$ cat src/hw/rtl/yqr_pkg.sv
// Shared types and BT.601 integer coefficients for the 4:2:0 quad to RGB converter.
package yqr_pkg;

    localparam int PIX_W  = 8;
    localparam int PROD_W = 18;
    localparam int SUM_W  = 20;

    localparam int signed COEF_Y     = 298;
    localparam int signed COEF_RV    = 409;
    localparam int signed COEF_GU    = 100;
    localparam int signed COEF_GV    = 208;
    localparam int signed COEF_BU    = 516;
    localparam int signed LUMA_OFS   = 16;
    localparam int signed CHROMA_OFS = 128;
    localparam int signed RGB_RND    = 128;
    localparam int signed INTERP_RND = 8;

    typedef struct packed {
        logic [PIX_W-1:0] y;
        logic [PIX_W-1:0] u;
        logic [PIX_W-1:0] v;
    } t_yuv;

    typedef struct packed {
        logic [PIX_W-1:0] r;
        logic [PIX_W-1:0] g;
        logic [PIX_W-1:0] b;
    } t_rgb;

endpackage

$ cat src/hw/rtl/yuv420_quad_to_rgb.sv
// Top level: 4:2:0 luma quad plus chroma rows to four clamped RGB pixels.
// One quad is accepted per clock while o_stall is low; its twelve color bytes pass
// through one register after the two chroma interpolators, one after the product
// stage of the four pixel lanes, and the output register that gathers the lanes.
// Each stage advances on its own when the next one is empty or moving, so empty
// slots close up and the input keeps taking transactions while an earlier result
// waits; o_stall rises only when all three stages hold data and i_stall is high.
module yuv420_quad_to_rgb (
    input  logic                      i_clk,
    input  logic                      i_rst_n,
    input  logic                      i_valid,
    output logic                      o_stall,
    input  logic [yqr_pkg::PIX_W-1:0] i_luma_top_left,
    input  logic [yqr_pkg::PIX_W-1:0] i_luma_top_right,
    input  logic [yqr_pkg::PIX_W-1:0] i_luma_bottom_left,
    input  logic [yqr_pkg::PIX_W-1:0] i_luma_bottom_right,
    input  logic [yqr_pkg::PIX_W-1:0] i_cb_prev_row,
    input  logic [yqr_pkg::PIX_W-1:0] i_cb_curr_row,
    input  logic [yqr_pkg::PIX_W-1:0] i_cb_next_row,
    input  logic [yqr_pkg::PIX_W-1:0] i_cb_post_row,
    input  logic [yqr_pkg::PIX_W-1:0] i_cr_prev_row,
    input  logic [yqr_pkg::PIX_W-1:0] i_cr_curr_row,
    input  logic [yqr_pkg::PIX_W-1:0] i_cr_next_row,
    input  logic [yqr_pkg::PIX_W-1:0] i_cr_post_row,
    output logic                      o_valid,
    input  logic                      i_stall,
    output logic [yqr_pkg::PIX_W-1:0] o_red_top_left,
    output logic [yqr_pkg::PIX_W-1:0] o_green_top_left,
    output logic [yqr_pkg::PIX_W-1:0] o_blue_top_left,
    output logic [yqr_pkg::PIX_W-1:0] o_red_top_right,
    output logic [yqr_pkg::PIX_W-1:0] o_green_top_right,
    output logic [yqr_pkg::PIX_W-1:0] o_blue_top_right,
    output logic [yqr_pkg::PIX_W-1:0] o_red_bottom_left,
    output logic [yqr_pkg::PIX_W-1:0] o_green_bottom_left,
    output logic [yqr_pkg::PIX_W-1:0] o_blue_bottom_left,
    output logic [yqr_pkg::PIX_W-1:0] o_red_bottom_right,
    output logic [yqr_pkg::PIX_W-1:0] o_green_bottom_right,
    output logic [yqr_pkg::PIX_W-1:0] o_blue_bottom_right
);
    import yqr_pkg::*;

    localparam int LANES = 4;

    logic             w_en1, w_en2, w_en3;
    logic             r_v1, r_v2, r_v3;
    logic [PIX_W-1:0] w_u_bot, w_v_bot;
    t_yuv             n_pix [LANES];
    t_yuv             r_pix [LANES];
    t_rgb             w_rgb [LANES];
    t_rgb             r_rgb [LANES];

    assign w_en3   = !r_v3 || !i_stall;
    assign w_en2   = !r_v2 || w_en3;
    assign w_en1   = !r_v1 || w_en2;
    assign o_stall = !w_en1;
    assign o_valid = r_v3;

    always_ff @(posedge i_clk) begin
        if (!i_rst_n) begin
            r_v1 <= 1'b0;
            r_v2 <= 1'b0;
            r_v3 <= 1'b0;
        end else begin
            if (w_en1) begin
                r_v1 <= i_valid;
            end
            if (w_en2) begin
                r_v2 <= r_v1;
            end
            if (w_en3) begin
                r_v3 <= r_v2;
            end
        end
    end

    yqr_interp u_interp_cb (
        .i_prev   (i_cb_prev_row),
        .i_curr   (i_cb_curr_row),
        .i_next   (i_cb_next_row),
        .i_post   (i_cb_post_row),
        .o_chroma (w_u_bot)
    );

    yqr_interp u_interp_cr (
        .i_prev   (i_cr_prev_row),
        .i_curr   (i_cr_curr_row),
        .i_next   (i_cr_next_row),
        .i_post   (i_cr_post_row),
        .o_chroma (w_v_bot)
    );

    // The top row takes the current chroma sample, the bottom row the interpolated one.
    assign n_pix[0] = '{y: i_luma_top_left,     u: i_cb_curr_row, v: i_cr_curr_row};
    assign n_pix[1] = '{y: i_luma_top_right,    u: i_cb_curr_row, v: i_cr_curr_row};
    assign n_pix[2] = '{y: i_luma_bottom_left,  u: w_u_bot,       v: w_v_bot};
    assign n_pix[3] = '{y: i_luma_bottom_right, u: w_u_bot,       v: w_v_bot};

    always_ff @(posedge i_clk) begin
        if (w_en1) begin
            r_pix <= n_pix;
        end
    end

    for (genvar g = 0; g < LANES; g++) begin : g_lane
        yqr_lane u_lane (
            .i_clk (i_clk),
            .i_en  (w_en2),
            .i_pix (r_pix[g]),
            .o_rgb (w_rgb[g])
        );
    end

    always_ff @(posedge i_clk) begin
        if (w_en3) begin
            r_rgb <= w_rgb;
        end
    end

    assign o_red_top_left       = r_rgb[0].r;
    assign o_green_top_left     = r_rgb[0].g;
    assign o_blue_top_left      = r_rgb[0].b;
    assign o_red_top_right      = r_rgb[1].r;
    assign o_green_top_right    = r_rgb[1].g;
    assign o_blue_top_right     = r_rgb[1].b;
    assign o_red_bottom_left    = r_rgb[2].r;
    assign o_green_bottom_left  = r_rgb[2].g;
    assign o_blue_bottom_left   = r_rgb[2].b;
    assign o_red_bottom_right   = r_rgb[3].r;
    assign o_green_bottom_right = r_rgb[3].g;
    assign o_blue_bottom_right  = r_rgb[3].b;

    // The input is held off only when every stage is occupied.
    a_stall_only_full: assert property (@(posedge i_clk) disable iff (!i_rst_n)
        o_stall |-> (r_v1 && r_v2 && r_v3))
        else $error("input stalled while a pipeline stage was empty");

    // A transaction in the product stage moves into an empty output register.
    a_fill_output: assert property (@(posedge i_clk) disable iff (!i_rst_n)
        (r_v2 && !r_v3) |=> r_v3)
        else $error("product stage did not advance into an empty output register");

    // A taken result with nothing behind it leaves the output empty.
    a_drain_output: assert property (@(posedge i_clk) disable iff (!i_rst_n)
        (r_v3 && !i_stall && !r_v2) |=> !r_v3)
        else $error("output transaction repeated after it was taken");

endmodule

$ cat src/hw/rtl/yqr_interp.sv
// Vertical 4-tap chroma interpolator (-1,9,9,-1)/16 with rounding and clamping.
module yqr_interp (
    input  logic [yqr_pkg::PIX_W-1:0] i_prev,
    input  logic [yqr_pkg::PIX_W-1:0] i_curr,
    input  logic [yqr_pkg::PIX_W-1:0] i_next,
    input  logic [yqr_pkg::PIX_W-1:0] i_post,
    output logic [yqr_pkg::PIX_W-1:0] o_chroma
);
    import yqr_pkg::*;

    logic        [8:0]  w_sum_cn;
    logic        [8:0]  w_sum_pq;
    logic        [12:0] w_nine;
    logic signed [14:0] w_acc;
    logic signed [14:0] w_quot;

    assign w_sum_cn = {1'b0, i_curr} + {1'b0, i_next};
    assign w_sum_pq = {1'b0, i_prev} + {1'b0, i_post};
    // Nine times the inner pair as shift and add.
    assign w_nine   = {1'b0, w_sum_cn, 3'b000} + {4'b0000, w_sum_cn};
    assign w_acc    = $signed({2'b00, w_nine}) - $signed({6'b000000, w_sum_pq})
                    + 15'(INTERP_RND);
    assign w_quot   = w_acc >>> 4;

    always_comb begin
        if (w_quot[14]) begin
            o_chroma = '0;
        end else if (|w_quot[13:8]) begin
            o_chroma = '1;
        end else begin
            o_chroma = w_quot[7:0];
        end
    end

endmodule

$ cat src/hw/rtl/yqr_lane.sv
// One pixel lane: BT.601 products in a register, then sums, shift and clamp.
module yqr_lane (
    input  logic          i_clk,
    input  logic          i_en,
    input  yqr_pkg::t_yuv i_pix,
    output yqr_pkg::t_rgb o_rgb
);
    import yqr_pkg::*;

    logic signed [8:0]        w_y;
    logic signed [8:0]        w_d;
    logic signed [8:0]        w_e;
    logic signed [PROD_W-1:0] n_c, n_rv, n_gu, n_gv, n_bu;
    logic signed [PROD_W-1:0] r_c, r_rv, r_gu, r_gv, r_bu;
    logic signed [SUM_W-1:0]  w_r, w_g, w_b;

    function automatic logic [PIX_W-1:0] clamp_shift8(input logic signed [SUM_W-1:0] v);
        logic [PIX_W-1:0] res;
        if (v[SUM_W-1]) begin
            res = '0;
        end else if (|v[SUM_W-2:16]) begin
            res = '1;
        end else begin
            res = v[15:8];
        end
        return res;
    endfunction

    assign w_y = $signed({1'b0, i_pix.y}) - 9'(LUMA_OFS);
    assign w_d = $signed({1'b0, i_pix.u}) - 9'(CHROMA_OFS);
    assign w_e = $signed({1'b0, i_pix.v}) - 9'(CHROMA_OFS);

    assign n_c  = PROD_W'(w_y) * PROD_W'(COEF_Y);
    assign n_rv = PROD_W'(w_e) * PROD_W'(COEF_RV);
    assign n_gu = PROD_W'(w_d) * PROD_W'(COEF_GU);
    assign n_gv = PROD_W'(w_e) * PROD_W'(COEF_GV);
    assign n_bu = PROD_W'(w_d) * PROD_W'(COEF_BU);

    always_ff @(posedge i_clk) begin
        if (i_en) begin
            r_c  <= n_c;
            r_rv <= n_rv;
            r_gu <= n_gu;
            r_gv <= n_gv;
            r_bu <= n_bu;
        end
    end

    assign w_r = SUM_W'(r_c) + SUM_W'(r_rv) + SUM_W'(RGB_RND);
    assign w_g = SUM_W'(r_c) - SUM_W'(r_gu) - SUM_W'(r_gv) + SUM_W'(RGB_RND);
    assign w_b = SUM_W'(r_c) + SUM_W'(r_bu) + SUM_W'(RGB_RND);

    assign o_rgb.r = clamp_shift8(w_r);
    assign o_rgb.g = clamp_shift8(w_g);
    assign o_rgb.b = clamp_shift8(w_b);

endmodule

$ cat config.mk
export PLATFORM = sky130hd
export DESIGN_NAME = yuv420_quad_to_rgb
export DESIGN_NICKNAME = d
export VERILOG_FILES = /design/src/hw/rtl/yqr_pkg.sv /design/src/hw/rtl/yuv420_quad_to_rgb.sv /design/src/hw/rtl/yqr_interp.sv /design/src/hw/rtl/yqr_lane.sv
export SDC_FILE = /design/constraint.sdc
export NUM_CORES = 2
export LEC_CHECK = 0
export BUFFER_PORTS_ARGS = -buffer_cell sky130_fd_sc_hd__buf_2
export CAP_MARGIN = 20
export CORE_ASPECT_RATIO = 1.75
export CORE_UTILIZATION = 55
export CTS_CLUSTER_DIAMETER = 120
export DETAILED_ROUTE_END_ITERATION = 12
export PLACE_DENSITY = 0.79
export SLEW_MARGIN = 0
export SYNTH_ARGS = -nofsm -noshare
export SYNTH_HDL_FRONTEND = slang
export SYNTH_SLANG_ARGS = --single-unit
$ cat constraint.sdc
create_clock -name i_clk -period 13.2 [get_ports i_clk]
set_input_delay 1.98 -clock i_clk [delete_from_list [all_inputs] [get_ports i_clk]]
set_output_delay 1.98 -clock i_clk [all_outputs]
set_load 0.03 [all_outputs]
* Yosys cells after proc, flatten, opt, wreduce, memory -nomap -nowiden *
Cells that the tools add are included.

storage, ports and cells
  register bits after elaboration = 357
  input bits = 100
  output and inout bits = 98
  logic and storage cells = 129

operators by class
  add/subtract/negate cells = 46
  multipliers = 12
  muxes and demuxes = 14
  reductions and logical operators = 22

operators by type and width
  kind                                                                  number
  20-bit by 9-bit adder with 20-bit output, second input constant       12
  18-bit by 18-bit adder with 19-bit output                             8
  8-bit 2-to-1 mux                                                      14
  19-bit by 18-bit subtractor with 20-bit output                        4
  18-bit by 17-bit subtractor with 19-bit output                        4
  9-bit by 9-bit multiplier with 17-bit output, second input constant   4
  3-bit OR reduction                                                    14
  8-bit by 8-bit adder with 9-bit output                                4
  9-bit by 10-bit multiplier with 18-bit output, second input constant  2
  8-bit by 5-bit subtractor with 9-bit output, second input constant    4
  8-bit by 8-bit subtractor with 9-bit output, second input constant    4
  9-bit by 9-bit multiplier with 16-bit output, second input constant   2
  15-bit by 5-bit adder with 15-bit output, second input constant       2
  9-bit by 6-bit multiplier with 15-bit output, second input constant   2
  9-bit by 5-bit multiplier with 14-bit output, second input constant   2
  13-bit by 9-bit subtractor with 14-bit output                         2
  12-bit by 9-bit adder with 13-bit output                              2
  1-bit zero test                                                       5
  1-bit logical OR                                                      3

* Longest topological paths before layout *
  depth in word-level cells = 6
  mapped depth = 22
  mapped depth without buffers = 22

* Modules after synthesis *
Synthesis repeated with hierarchy kept, for this count alone.

unflattened totals
  cells, all modules = 4396
  area total of the unflattened synthesis = 46761.1 sq um

by module, submodules not included
  module                        times used  cells an instance  area an instance (sq um)  seq. area each (sq um)
  yqr_lane at g_lane[2].u_lane  1           958                9620.5                    2252.2
  yqr_lane at g_lane[0].u_lane  1           944                9613.0                    2252.2
  yqr_lane at g_lane[1].u_lane  1           938                9529.1                    2252.2
  yqr_lane at g_lane[3].u_lane  1           928                9461.6                    2252.2
  yuv420_quad_to_rgb            1           172                4918.5                    4864.7
  yqr_interp                    2           228                1809.2                    0.0

* Worst setup path after synthesis *
OpenSTA, ideal clock, no wires.

  kind = input-to-reg
  start = input port i_cr_curr_row[0] in the netlist's numbering
  end = register r_pix[2] in the netlist's numbering, data pin
  setup time = 0.274 ns
  data arrival time = 6.198 ns
  required time = 12.926 ns
  slack = 6.728 ns
  stages = 17
  buffers on the path = 0
  cell sequence = ha_1 inv_1 fa_1 xor2_1 inv_1 fa_1 fa_1 fa_1 a21o_1 a21oi_1 xnor2_1 o2111ai_1 a311o_1 nor3_1 nand3_1 o21ai_0 a31oi_1

on the way
  longest elaborated chain between the ends = 6

RTL lines
  element                                          line                       text
  start: declaration                               yuv420_quad_to_rgb.sv:22   input logic [yqr_pkg::PIX_W-1:0] i_cr_curr_row,
  8-bit by 8-bit adder with 9-bit output *         yqr_interp.sv:17           assign w_sum_cn = {1'b0, i_curr} + {1'b0, i_next};
  12-bit by 9-bit adder with 13-bit output *       yqr_interp.sv:20           assign w_nine = {1'b0, w_sum_cn, 3'b000} + {4'b0000, w_sum_cn};
  13-bit by 9-bit subtractor with 14-bit output *  yqr_interp.sv:21           assign w_acc = $signed({2'b00, w_nine}) - $signed({6'b000000, w_sum_pq})
  15-bit by 5-bit adder with 15-bit output *       yqr_interp.sv:22           + 15'(INTERP_RND);
  3-bit OR reduction                               yqr_interp.sv:28           end else if (|w_quot[13:8]) begin
  8-bit 2-to-1 mux                                 yqr_interp.sv:28
  end signal: assignment                           yuv420_quad_to_rgb.sv:100  r_pix <= n_pix;
  end: declaration                                 yuv420_quad_to_rgb.sv:48   t_yuv r_pix [LANES];

Every way passes the cells marked *; elsewhere a longest branch is shown, timed or not.
A chain may end at the register's enable or synchronous reset.

* Worst setup path after layout *
  start = input port i_cr_curr_row[0] in the netlist's numbering
  end = register r_pix[3] in the netlist's numbering, data pin

The elaborated chain is that of the path after synthesis.

==> results_dict.tcl <==
set metrics [dict create \
    n_antenna_cell 0 \
    root_buffer "clkbuf_16" \
    cts_sinks 347 \
    ys.warnings.count 0 \
    initial_utilization_pct 55.69 \
    whs_ns 0.4869 \
    path_clk_slew_ns 0.06 \
    clk_latency_ns 0.61 \
    r2r_slack_ns 7.88 \
    fin_nets 4887 \
    grt_max_degree 108 \
    multi_input_area_mm2 0.02460 \
    htree_levels 2 \
    overflow 0 \
    antenna_found_initial 0 \
    post_cts_buffers 0 \
    drv_slew 0 \
    die_w_um 198.3 \
    pin_count 198 \
    outcome "completed" \
    synthTopCellsByArea "edfxtp_1, ha_1, fa_1" \
    fin_crit_ns 6.508 \
    viasPerCell 5.713 \
    synth.most_common_cell "ha_1" \
    cp-end-kind "register" \
    tns_ns 0 \
    cts_made_buffers 38 \
    wl_per_cell_um 19.04 \
    synthCells 3669 \
    synth_ff_type "edfxtp_1" \
    slew_headroom_pct 31.32 \
    drt_iter0_markers 1061 \
    cts_buffer_depth 3 \
    n_fill_cell 5613 \
    final_cells 4811 \
    coreArea_mm2 0.06663 \
    crit_type "in -> reg" \
    dpl.hpwl_um 77460 \
    io_buffers 197 \
    numPlacedInstances 4741 \
    worstPathArrival_ns 6.81 \
    startpoint_type "primary input" \
    synth-edff-count 344 \
    placementRows 125 \
    hold_path_class "reg -> reg" \
    syn_nets 4664 \
    drt_pass1_iterations 5 \
    gp_congestion 0.9542 \
    grt_first_pass_wirelength_um 142400 \
    gr-usage-all-layers_pct 27.14 \
    synth_area_leader_cell "edfxtp_1" \
    cts_tree "built" \
    die_height_um 345.6 \
    yosys-top-cells-count "ha_1, inv_1, edfxtp_1, a21oi_1, xnor2_1" \
    die-area_mm2 0.06854 \
    critPathMaxFanout 6 \
    synth_cell_types 93 \
    antenna_left 0 \
    syn_area_mm2 0.03710 \
    vias 27490 \
    rsz0062_at_grt "false" \
    crit_required_ns 13.50 \
    yosysSeqAreaShare_pct 28.00 \
    wl_um 91580 \
    grt_pass1_vias 28050 \
    finalHoldViolCount 0 \
    fin_skew_ns 0.04082 \
    ys_async_sr_fraction_pct 0 \
    drv_cap 0 \
    setup_viol 0 \
    tightest_slew_ns 1.030 \
    area_growth_pct 9.200 \
    period_share_pct 49.31 \
    layout-drive-gt1-share_pct 8.210 \
    final-seq-area_mm2 0.01039 \
    synth_seq_cells 347 \
    postSynthAreaPerCell_um2 10.11 \
    synth_top_area_share_pct 27.84 \
    cts.repair.resized 0 \
    cts_hold_buf 0 \
    drc_errors 0 \
    fmax_ghz 0.1536 \
]
[routing by layer]
metal	wire [um]	track usage (%)	share of wire, %	vias up
met5	0	0	0	-
met4	9917	25.22	11	0
met3	2900	3.745	3.2	330
met2	49020	51.18	54	604
met1	29750	24.19	32	13020
li1	-	-	-	13530
[final timing paths]
check                               from                                   to  cells after the start
hold reg to reg        r_v1$_SDFFE_PN0N_                    r_v2$_SDFFE_PN0P_                      1
hold / removal         r_v1$_SDFFE_PN0N_                    r_v2$_SDFFE_PN0P_                      1
setup reg to reg  r_pix[7]$_SDFFCE_PP0N_  g_lane[2].u_lane.r_rv[17]$_DFFE_PP_                     17
setup / recovery        i_cr_curr_row[0]               r_pix[3]$_SDFFCE_PP0N_                     18
[through the flow]
| stage | utilization, % | setup slack [ns] | cell area, um^2 |
|---|---|---|---|
| after floorplan | - | 6.728 | 37100 |
| after global placement | 58.82 | 6.250 | 39190 |
| after detailed placement | 58.82 | 6.145 | 39190 |
| after CTS | 60.81 | 6.769 | 40520 |
| after global routing | 60.81 | 6.316 | 40520 |
| final | 60.81 | 6.692 | 40520 |
[final cells by class]
class | instances | share of cell area [%]
inverter | 544 | 5.052
multi-input combinational | 2757 | 60.71
timing repair buffer | 204 | 2.563
clock buffer | 43 | 2.393
sequential | 347 | 25.64
clock inverter | 27 | 0.8894
tap | 889 | 2.745
[cell families (layout without fill, tap and decap cells)]
kind of cell               Yosys count  after routing  synth area share [%]
xor gates and xnor gates           330            330                 7.790
muxes                               18             18                0.5024
AOI/OAI and AO/OA                  808            808                 14.27
adders and majority gates          895            895                 33.88
and+or+nand+nor                    706            706                 9.827
DFF                                347            347                 28.00
buffers and inverters              565            818                 5.726
[registers in the layout (all words and copies together) (netlist names)]
| signal | cells |
|---|---|
| g_lane.u_lane.r_rv | 36 |
| o_valid | 1 |
| o_green_top_left | 8 |
| o_red_bottom_right | 8 |
| o_red_bottom_left | 8 |
| o_red_top_left | 8 |
| o_green_top_right | 8 |
| o_blue_bottom_left | 8 |
| o_green_bottom_right | 8 |
| g_lane.u_lane.r_gv | 24 |
| g_lane.u_lane.r_bu | 26 |
| o_blue_bottom_right | 8 |
| r_v2 | 1 |
| r_v1 | 1 |
| o_red_top_right | 8 |
| o_blue_top_left | 8 |
| r_pix | 64 |
| o_green_bottom_left | 8 |
| g_lane.u_lane.r_c | 68 |
| g_lane.u_lane.r_gu | 30 |
| o_blue_top_right | 8 |
[critical path, cell delays in order]
cell,delay [ns]
buf_2,0.09
ha_1,0.16
inv_1,0.05
fa_1,0.40
xor2_1,0.21
inv_1,0.09
fa_1,0.38
fa_1,0.49
fa_1,0.47
a21o_1,0.17
a21oi_1,0.22
xnor2_1,0.23
o2111ai_1,0.20
a311o_1,0.40
nor3_1,0.46
nand3_1,0.25
o21ai_0,0.41
a31oi_1,0.15
[cells in the final DEF, fill, tap and decap left out, drive strengths merged, types with 12 or more instances in the layout]
cell / n
buf: 204
xor2: 127
inv: 549
a31oi: 30
nor2b: 39
nand2b: 32
and3: 19
o21a: 70
fa: 183
or2: 16
nor2: 175
a21oi: 216
xnor2: 203
mux2i: 13
o21ai: 169
or3: 24
nor3b: 25
nand2: 147
nand3: 57
o22ai: 12
nand4: 16
ha: 712
clkbuf: 43
o21bai: 37
a21o: 84
clkinv: 13
nor4: 19
and2: 16
edfxtp: 344
o41ai: 13
a21boi: 13
o211ai: 26
nor3: 68
a211oi: 20
o31ai: 14
Power is left out: the tool's default activity adds up to more than one toggle a clock period on the data nets, which glitch-free logic cannot reach.
